==> src/design/kmt_pkg.sv <==
// shared types and constants for the keyed member table
package kmt_pkg;

   localparam int KEY_W  = 8 * 8;
   localparam int ADDR_W = 32;
   localparam int POS_W  = 5;
   localparam int CNT_W  = 6;
   localparam int KIND_W = 2;

   localparam logic [ADDR_W-1:0] NO_ADDR = '1;

   typedef enum logic [KIND_W-1:0] {
      KIND_INSERT = 2'd0,
      KIND_REMOVE = 2'd1,
      KIND_LOOKUP = 2'd2,
      KIND_CLEAR  = 2'd3
   } kind_type;

   typedef struct packed {
      logic load;
      logic scan;
      logic shift;
      logic commit;
   } cmd_type;

   typedef struct packed {
      logic match;
      logic walk_end;
      logic is_clear;
      logic is_remove;
      logic out_free;
   } status_type;

endpackage

==> src/design/kmt_ctrl.sv <==
// request sequencer: accept, scan, shift-down and result hand-off
module kmt_ctrl import kmt_pkg::*; (
   input  logic       clock,
   input  logic       reset,
   input  logic       req_tvalid,
   output logic       req_tready,
   output cmd_type    cmd,
   input  status_type status
);

   typedef enum logic [3:0] {
      ST_IDLE  = 4'b0001,
      ST_SCAN  = 4'b0010,
      ST_SHIFT = 4'b0100,
      ST_DONE  = 4'b1000
   } state_type;

   state_type state_ff, state_in;

   always_comb begin
      state_in   = state_ff;
      cmd        = '0;
      req_tready = 1'b0;
      unique case (state_ff)
         ST_IDLE: begin
            req_tready = 1'b1;
            if (req_tvalid) begin
               cmd.load = 1'b1;
               state_in = ST_SCAN;
            end
         end
         ST_SCAN: begin
            if (status.is_clear) begin
               state_in = ST_DONE;
            end else if (status.match) begin
               cmd.scan = 1'b1;
               state_in = status.is_remove ? ST_SHIFT : ST_DONE;
            end else begin
               cmd.scan = 1'b1;
               if (status.walk_end) begin
                  state_in = ST_DONE;
               end
            end
         end
         ST_SHIFT: begin
            cmd.shift = 1'b1;
            if (status.walk_end) begin
               state_in = ST_DONE;
            end
         end
         ST_DONE: begin
            if (status.out_free) begin
               cmd.commit = 1'b1;
               state_in   = ST_IDLE;
            end
         end
         default: begin
            state_in = ST_IDLE;
         end
      endcase
   end

   always_ff @(posedge clock) begin
      if (reset) begin
         state_ff <= ST_IDLE;
      end else begin
         state_ff <= state_in;
      end
   end

endmodule

==> src/design/kmt_datapath.sv <==
// table memories, walk pointer, compare stage and result register
module kmt_datapath import kmt_pkg::*; #(
   parameter int DEPTH = 32
) (
   input  logic                  clock,
   input  logic                  reset,
   input  cmd_type               cmd,
   output status_type            status,
   input  logic [KEY_W+ADDR_W-1:0] req_tdata,
   input  logic [KIND_W-1:0]     req_tuser,
   output logic                  rsp_tvalid,
   input  logic                  rsp_tready,
   output logic [47:0]           rsp_tdata,
   output logic [0:0]            rsp_tuser
);

   localparam int CW = $clog2(DEPTH + 1);
   localparam int AW = (DEPTH > 1) ? $clog2(DEPTH) : 1;
   localparam int XW = (CW > CNT_W) ? CW : CNT_W;

   logic [KEY_W-1:0]  key_mem [DEPTH];
   logic [ADDR_W-1:0] addr_mem [DEPTH];

   kind_type          kind_ff;
   logic [KEY_W-1:0]  key_ff;
   logic [ADDR_W-1:0] addr_ff;

   logic [CW-1:0]     count_ff, count_in;
   logic [CW-1:0]     ptr_ff, ptr_in;
   logic              rvld_ff, rvld_in;
   logic [CW-1:0]     ridx_ff;
   logic [KEY_W-1:0]  rkey_ff;
   logic [ADDR_W-1:0] raddr_ff;

   logic              hit_ff, hit_in;
   logic [CW-1:0]     hidx_ff;
   logic [ADDR_W-1:0] haddr_ff;

   logic              rsp_valid_ff, rsp_valid_in;
   logic              ok_ff, ok_in;
   logic [POS_W-1:0]  pos_ff, pos_in;
   logic [ADDR_W-1:0] faddr_ff, faddr_in;
   logic [CNT_W-1:0]  cnt_ff, cnt_in;

   logic              issue;
   logic              match;
   logic              cap_hit;
   logic              wr_en;
   logic [AW-1:0]     wr_idx;
   logic [KEY_W-1:0]  wr_key;
   logic [ADDR_W-1:0] wr_addr;
   logic              ins_ok;
   logic [CW-1:0]     ridx_dec;
   logic [CW-1:0]     pos_sel;
   logic [XW-1:0]     pos_ext;
   logic [XW-1:0]     cnt_ext;

   assign issue    = (cmd.scan || cmd.shift) && (ptr_ff < count_ff);
   assign match    = rvld_ff && (rkey_ff == key_ff);
   assign cap_hit  = cmd.scan && match;
   assign ins_ok   = !hit_ff && (count_ff < CW'(DEPTH));
   assign ridx_dec = ridx_ff - 1'b1;

   assign status.match     = match;
   assign status.walk_end  = !rvld_ff && (ptr_ff >= count_ff);
   assign status.is_clear  = (kind_ff == KIND_CLEAR);
   assign status.is_remove = (kind_ff == KIND_REMOVE);
   assign status.out_free  = !rsp_valid_ff || rsp_tready;

   // walk pointer and compare stage
   always_comb begin
      ptr_in  = ptr_ff;
      rvld_in = issue;
      hit_in  = hit_ff;
      if (cmd.load) begin
         ptr_in  = '0;
         rvld_in = 1'b0;
         hit_in  = 1'b0;
      end else if (cap_hit) begin
         ptr_in = ridx_ff + 1'b1;
         hit_in = 1'b1;
      end else if (issue) begin
         ptr_in = ptr_ff + 1'b1;
      end
   end

   // single write port: shift-down during remove, append on insert
   always_comb begin
      wr_en   = 1'b0;
      wr_idx  = count_ff[AW-1:0];
      wr_key  = key_ff;
      wr_addr = addr_ff;
      if (cmd.shift && rvld_ff) begin
         wr_en   = 1'b1;
         wr_idx  = ridx_dec[AW-1:0];
         wr_key  = rkey_ff;
         wr_addr = raddr_ff;
      end else if (cmd.commit && kind_ff == KIND_INSERT && ins_ok) begin
         wr_en = 1'b1;
      end
   end

   // result and count update
   always_comb begin
      count_in = count_ff;
      ok_in    = 1'b0;
      pos_sel  = '0;
      faddr_in = NO_ADDR;
      unique case (kind_ff)
         KIND_INSERT: begin
            if (ins_ok) begin
               ok_in    = 1'b1;
               pos_sel  = count_ff;
               faddr_in = addr_ff;
               count_in = count_ff + 1'b1;
            end
         end
         KIND_REMOVE: begin
            if (hit_ff) begin
               ok_in    = 1'b1;
               pos_sel  = hidx_ff;
               faddr_in = haddr_ff;
               count_in = count_ff - 1'b1;
            end
         end
         KIND_LOOKUP: begin
            if (hit_ff) begin
               ok_in    = 1'b1;
               pos_sel  = hidx_ff;
               faddr_in = haddr_ff;
            end
         end
         KIND_CLEAR: begin
            if (count_ff != '0) begin
               ok_in    = 1'b1;
               count_in = '0;
            end
         end
         default: begin
            ok_in = 1'b0;
         end
      endcase
      pos_ext = XW'(pos_sel);
      cnt_ext = XW'(count_in);
      pos_in  = pos_ext[POS_W-1:0];
      cnt_in  = cnt_ext[CNT_W-1:0];
   end

   always_comb begin
      rsp_valid_in = rsp_valid_ff;
      if (cmd.commit) begin
         rsp_valid_in = 1'b1;
      end else if (rsp_tready) begin
         rsp_valid_in = 1'b0;
      end
   end

   always_ff @(posedge clock) begin
      if (reset) begin
         count_ff     <= '0;
         ptr_ff       <= '0;
         rvld_ff      <= 1'b0;
         hit_ff       <= 1'b0;
         rsp_valid_ff <= 1'b0;
      end else begin
         ptr_ff       <= ptr_in;
         rvld_ff      <= rvld_in;
         hit_ff       <= hit_in;
         rsp_valid_ff <= rsp_valid_in;
         if (cmd.commit) begin
            count_ff <= count_in;
         end
      end
   end

   always_ff @(posedge clock) begin
      if (cmd.load) begin
         kind_ff <= kind_type'(req_tuser);
         key_ff  <= req_tdata[KEY_W-1:0];
         addr_ff <= req_tdata[KEY_W+ADDR_W-1:KEY_W];
      end
      if (issue) begin
         ridx_ff <= ptr_ff;
      end
      if (cap_hit) begin
         hidx_ff  <= ridx_ff;
         haddr_ff <= raddr_ff;
      end
      if (cmd.commit) begin
         ok_ff    <= ok_in;
         pos_ff   <= pos_in;
         faddr_ff <= faddr_in;
         cnt_ff   <= cnt_in;
      end
   end

   // table memories, registered read
   always_ff @(posedge clock) begin
      if (wr_en) begin
         key_mem[wr_idx]  <= wr_key;
         addr_mem[wr_idx] <= wr_addr;
      end
      if (issue) begin
         rkey_ff  <= key_mem[ptr_ff[AW-1:0]];
         raddr_ff <= addr_mem[ptr_ff[AW-1:0]];
      end
   end

   assign rsp_tvalid = rsp_valid_ff;
   assign rsp_tuser  = ok_ff;
   assign rsp_tdata  = {5'd0, cnt_ff, faddr_ff, pos_ff};

endmodule

==> src/design/keyed_member_table_core.sv <==
// keyed member table: up to DEPTH key/address members, insert, remove, lookup, clear
// a request walks the stored members in order, reading each one and comparing its key
// a hit ends the walk; a remove then shifts the later members down by one place
// clear or any request on an empty table skips the walk; a waiting result holds the commit
// one request in work at a time; the next is accepted only after the result is registered
// reset clears the member count and the controls; stored entries are left as is
module keyed_member_table_core import kmt_pkg::*; #(
   parameter int DEPTH = 32
) (
   input  logic                    clock,
   input  logic                    reset,
   input  logic                    req_tvalid,
   output logic                    req_tready,
   input  logic [KEY_W+ADDR_W-1:0] req_tdata,   // member_key, member_addr
   input  logic [KIND_W-1:0]       req_tuser,   // kind
   output logic                    rsp_tvalid,
   input  logic                    rsp_tready,
   output logic [47:0]             rsp_tdata,   // position, found_addr, member_count
   output logic [0:0]              rsp_tuser    // ok
);

   cmd_type    cmd;
   status_type status;

   kmt_ctrl u_ctrl (
      .clock      (clock),
      .reset      (reset),
      .req_tvalid (req_tvalid),
      .req_tready (req_tready),
      .cmd        (cmd),
      .status     (status)
   );

   kmt_datapath #(
      .DEPTH (DEPTH)
   ) u_datapath (
      .clock      (clock),
      .reset      (reset),
      .cmd        (cmd),
      .status     (status),
      .req_tdata  (req_tdata),
      .req_tuser  (req_tuser),
      .rsp_tvalid (rsp_tvalid),
      .rsp_tready (rsp_tready),
      .rsp_tdata  (rsp_tdata),
      .rsp_tuser  (rsp_tuser)
   );

endmodule

==> config.mk <==
export PLATFORM = sky130hd
export DESIGN_NAME = keyed_member_table_core
export DESIGN_NICKNAME = d
export VERILOG_FILES = /design/src/design/kmt_pkg.sv /design/src/design/kmt_ctrl.sv /design/src/design/kmt_datapath.sv /design/src/design/keyed_member_table_core.sv
export SDC_FILE = /design/constraint.sdc
export NUM_CORES = 2
export LEC_CHECK = 0
export BUFFER_PORTS_ARGS = -buffer_cell sky130_fd_sc_hd__buf_2
export CAP_MARGIN = 25
export CORE_UTILIZATION = 65
export CTS_BUF_LIST = sky130_fd_sc_hd__clkbuf_4 sky130_fd_sc_hd__clkbuf_8
export CTS_CLUSTER_SIZE = 10
export DETAILED_ROUTE_END_ITERATION = 16
export PLACE_DENSITY = 0.85
export SLEW_MARGIN = 20
export SYNTH_ARGS = -nofsm -noshare
export SYNTH_HDL_FRONTEND = slang
export SYNTH_HIERARCHICAL = 1
export SYNTH_SLANG_ARGS = --single-unit
==> constraint.sdc <==
create_clock -name clock -period 22.5 [get_ports clock]
set_input_delay 2.25 -clock clock [delete_from_list [all_inputs] [get_ports clock]]
set_output_delay 2.25 -clock clock [all_outputs]
set_load 0.05 [all_outputs]
# After elaboration in Yosys (flattened, before gate mapping)
# Memories as Yosys holds them, arrays and structs flattened. A register that Yosys moved wholly into a read port is not among the register bits.
# Cells that the tools add are included.
[op_classes] n_addsub=5 n_mul=0 div_mod_pow=0 magnitude_cmp=3 eq_ne=10 n_shift=0 n_mux=40 n_bitwise=0 reduce_logical=20
[op_table] op="32-bit two-way mux" count=3
[op_table] op="64-bit equality test" count=1
[op_table] op="64-bit two-way mux" count=1
[op_table] op="32-bit case mux with 2 select lines" count=1
[op_table] op="6-bit two-way mux" count=5
[op_table] op="4-bit two-way mux" count=6
[op_table] op="6-bit by 1-bit adder with 6-bit output, second input constant" count=3
[op_table] op="6-bit case mux with 3 select lines" count=1
[op_table] op="1-bit two-way mux" count=17
[op_table] op="4-bit case mux with 4 select lines" count=1
[op_table] op="5-bit two-way mux" count=3
[op_table] op="5-bit case mux with 2 select lines" count=1
[op_table] op="1-bit logical AND" count=8
[op_table] op="6-bit greater-or-equal comparator" count=1
[op_table] op="6-bit less-than comparator" count=1
[op_table] op="6-bit less-than comparator, second input constant" count=1
[op_table] op="6-bit nonzero test" count=1
[op_table] op="6-bit by 1-bit subtractor with 6-bit output, second input constant" count=1
[op_table] op="5-bit by 1-bit subtractor with 5-bit output, second input constant" count=1
[op_table] op="2-bit equality test, second input constant" count=2
[op_table] op="4-bit by 1-bit equality test with 1-bit output, second input constant" count=1
[op_table] op="4-bit by 2-bit equality test with 1-bit output, second input constant" count=1
[op_table] op="4-bit by 3-bit equality test with 1-bit output, second input constant" count=1
[op_table] op="4-bit equality test, second input constant" count=1
[op_table] op="other kinds (9)" count=15
[totals] register_bits=204 latchBits=0 mem_bits_rw=3072 romBits=0 input_bits=102 out_inout_bits=51 n_memories=2
[memory_table] name="u_datapath.key_mem" depth=32 word_bits=64 read_ports=1 rd_ports_with_merged_regs=1 write_ports=1 line_no="kmt_datapath.sv:21" source="logic [KEY_W-1:0] key_mem [DEPTH];"
[memory_table] name="u_datapath.addr_mem" depth=32 word_bits=32 read_ports=1 rd_ports_with_merged_regs=1 write_ports=1 line_no="kmt_datapath.sv:22" source="logic [ADDR_W-1:0] addr_mem [DEPTH];"

# Depth between registers and ports, before layout
[depth] depth_word=10 ltp_mapped=14 depth_no_buf=12

# Hierarchy
# The synthesis kept the hierarchy.
[modules_own_cells] mod="kmt_datapath" n_inst=1 cells_each=5260 area_each_um2=128839.8
[modules_own_cells] mod="kmt_ctrl" n_inst=1 cells_each=36 area_each_um2=281.5

# Worst setup path after synthesis
# Ideal clock, no wire load.
[synth_timing] kind="input-to-reg" from="input rsp_tready" to="memory u_datapath.addr_mem[0][0] (enable)" setup_ns=0.552 arrival_time_ns=9.246 slack_ns=12.702 cell_stages=8 path_buffers=1 cell_sequence="nand2b_1 inv_1 nor2_1 clkbuf_1 nand3_1 o21ai_0 nand2_1 nor2_1"
[synth_rtl] element="from (decl)" line_no="keyed_member_table_core.sv:17" source="input logic rsp_tready,"
[synth_rtl] element="to (decl)" line_no="kmt_datapath.sv:22"

==> results_dict.tcl <==
set metrics [dict create \
    area_delta_synth_final_pct 10.9 \
    drt-vias-per-instance 7.31 \
    nNetsFinal 5934 \
    post-dp-hpwl_um 190000 \
    cts-resized-gates 0 \
    grt_pass1_wl_um 490000 \
    setup_viol 0 \
    start_util 0.654 \
    rsz0062_at_grt "no" \
    final_area_sq_um 143000 \
    fin_crit_ps 6530 \
    synth_top_cell_area_share 0.780 \
    cts_max_level 5 \
    clock.fmax_mhz 153 \
    slew_headroom 0.197 \
    wire_per_inst_um 39.6 \
    finalMaxSlewViolations 0 \
    vias 64800 \
    drive_gt1_frac 0.360 \
    path_buf_inv 5 \
    end_kind "flip-flop" \
    yosys.cell_types.count 65 \
    die_w_um 448 \
    yosysTopAreaCell "edfxtp_1" \
    vdd_drop_max_uv 70.4 \
    worstPathRequired_ps 23220 \
    status "finished clean" \
    drtAntennaViolNets 0 \
    syn_area_sq_um 129000 \
    synth_edf_count 3353 \
    crit_chain "buf_2 -> nand2b_1 -> inv_1 -> nor2_4 -> buf_4 -> nand4_1 -> o21ai_0 -> nand2_1 -> nor2_4 -> buf_4 -> buf_4" \
    finalCritPeriodShare 0.290 \
    row_count 163 \
    fill_cells 9758 \
    cts_tree "built" \
    worstMarginPinSlew_ps 1200 \
    ys.warnings.count 6 \
    ios 153 \
    clock_latency_ps 1180 \
    synth_seq_cells 3372 \
    maxCapViolations 0 \
    track_usage 0.357 \
    yosysSeqAreaShare 0.783 \
    critical_path_arrival_ps 7260 \
    p_leak_nw 43.4 \
    die-area_sq_um 200000 \
    hold_viol_final 0 \
    synth.most_common_cell "edfxtp_1" \
    avgSynthCellArea_sq_um 24.4 \
    portBuffers 147 \
    grt_overflow 0 \
    grt_max_degree 136 \
    cp_common_cell "buf_4" \
    finalSetupTns_ps 0 \
    antenna_found_initial 13 \
    core_area_sq_um 197000 \
    slowest_delay_ps 940 \
    synth_ff_type "edfxtp_1" \
    post_cts.repair.setup_buffers 0 \
    place_congestion 0.885 \
    drc 0 \
    dr.pass1.iters 8 \
    yosys-top-cells-count "3353 x edfxtp_1, 960 x mux4_2, 180 x mux2_2, 168 x clkbuf_1, 78 x nand2_1" \
    power.density_nw_per_um2 84.4 \
    async_reset_ff_frac 0 \
    die_h_um 448 \
    crit_family "buffers and inverters" \
    wl_um 351000 \
    yosys-top-cells-area "edfxtp_1 78%, mux4_2 17%, mux2_2 1.6%" \
    path_class "in2reg" \
    worst_clock_skew_ps 115 \
    hp-class "reg2reg" \
    fin_util 0.725 \
    clockBufferDepth 4 \
    cts-root-buf "clkbuf_8" \
    startpoint_type "input port" \
    clkTransAtPathRegs_ps 60 \
    numCtsBuffers 497 \
    dpl-instance-area_sq_um 133000 \
    finalPower_mw 12.1 \
    slowest_stage "nor2_4" \
    netlist_instances 5296 \
    drtIter0Drc 11200 \
    crit_fanout 53 \
    cts_sinks 3372 \
    grt_pass1_vias 67100 \
    hold_buffers 0 \
]
[registers in the layout, summed over array words and instances, names as in the netlist, 32 cells and up]
name                 cells
u_datapath/key_mem    2048
u_datapath/addr_mem   1024
u_datapath/faddr_ff     32
u_datapath/haddr_ff     32
u_datapath/raddr_ff     32
u_datapath/addr_ff      32
u_datapath/key_ff       64
u_datapath/rkey_ff      64
[routing by layer]
layer / up-vias / GRT usage / routed length, um
li1: 23900 / - / -
met1: 33000 / 0.446 / 107000
met2: 6434 / 0.561 / 169000
met3: 1480 / 0.0817 / 45900
met4: 6 / 0.248 / 28300
met5: - / 0 / 34
[area by class of cell]
| class | instances | area, sq um | share of cell area |
|---|---|---|---|
| tap | 2640 | 3300 | 0.0231 |
| clock inverter | 260 | 1590 | 0.0111 |
| inverter | 33 | 131 | 0.000918 |
| sequential | 3372 | 101000 | 0.706 |
| timing repair buffer | 290 | 2130 | 0.0149 |
| antenna | 14 | 35.0 | 0.000245 |
| clock buffer | 631 | 7930 | 0.0554 |
| multi-input combinational | 1623 | 27000 | 0.188 |
[worst register-to-register path, cell delays in order (launching register included)]
cell and delay [ps]:
dfxtp_4 860, buf_12 770, buf_4 1040, buf_4 900, buf_4 860, mux4_2 700
mux4_2 560, mux2_2 300
[layout by cell type, fill, tap and decap left out, drive strengths merged, types with 7 or more instances in the layout]
cell type     n
clkinv      234
buf         290
a22oi         7
xnor2        14
clkbuf      631
xor2         45
o21ai        56
nor4         17
a21oi        11
nand4        13
ha           15
nand3b       32
nand2b       15
inv          36
mux4        960
nor2         64
edfxtp     3353
dfxtp        19
nor2b        13
mux2i        10
bufinv       18
nand3        11
diode        14
mux2        180
nand2        78
[path summary, 6_finish.rpt]
kind	start	endpoint	slack (ps)	cells after the start
worst min register to register	u_datapath/raddr_ff[25]$_DFFE_PP_	u_datapath/haddr_ff[25]$_DFFE_PN_	400	0
worst max register to register	u_datapath/ptr_ff[0]$_SDFFE_PP0P_	u_datapath/rkey_ff[53]$_DFFE_PP_	16260	7
worst max-delay path	rsp_tready	u_datapath/key_mem[6][40]$_DFFE_PP_	15970	11
worst min-delay path	u_datapath/raddr_ff[25]$_DFFE_PP_	u_datapath/haddr_ff[25]$_DFFE_PN_	400	0
[metrics by stage]
stage / std cells / worst slack [ps] / hold WS (ps)
2_1_floorplan: 5300 / 12700 / 406
3_3_place_gp: 7940 / 15220 / 423
3_5_place_dp: 7950 / 15160 / 428
4_1_cts: 8841 / 16040 / 394
5_1_grt: 8856 / 15840 / 407
6_report: 8863 / 15970 / 402
[kinds of logic (layout without fill, tap and decap cells)]
family / count (synthesis) / in the layout / synth area share
flops: 3372 / 3372 / 0.783
mux: 1150 / 1150 / 0.184
buf+inv: 305 / 1214 / 0.0109
simple gates: 276 / 276 / 0.0113
compound gates: 118 / 118 / 0.00568
xor+xnor: 59 / 59 / 0.00400
fa+ha+maj: 15 / 15 / 0.00145
other cells: 1 / 19 / 0.0000290
[report_power, final]
group	total, mW	leakage (nW)	switching, mW	internal (mW)
Clock	4.82	5.06	2.32	2.50
Combinational	0.252	8.04	0.213	0.0394
Sequential	7.01	30.3	0.0279	6.98
Total	12.1	43.4	2.56	9.53
No activity file was read; power rests on OpenSTA's default activity.
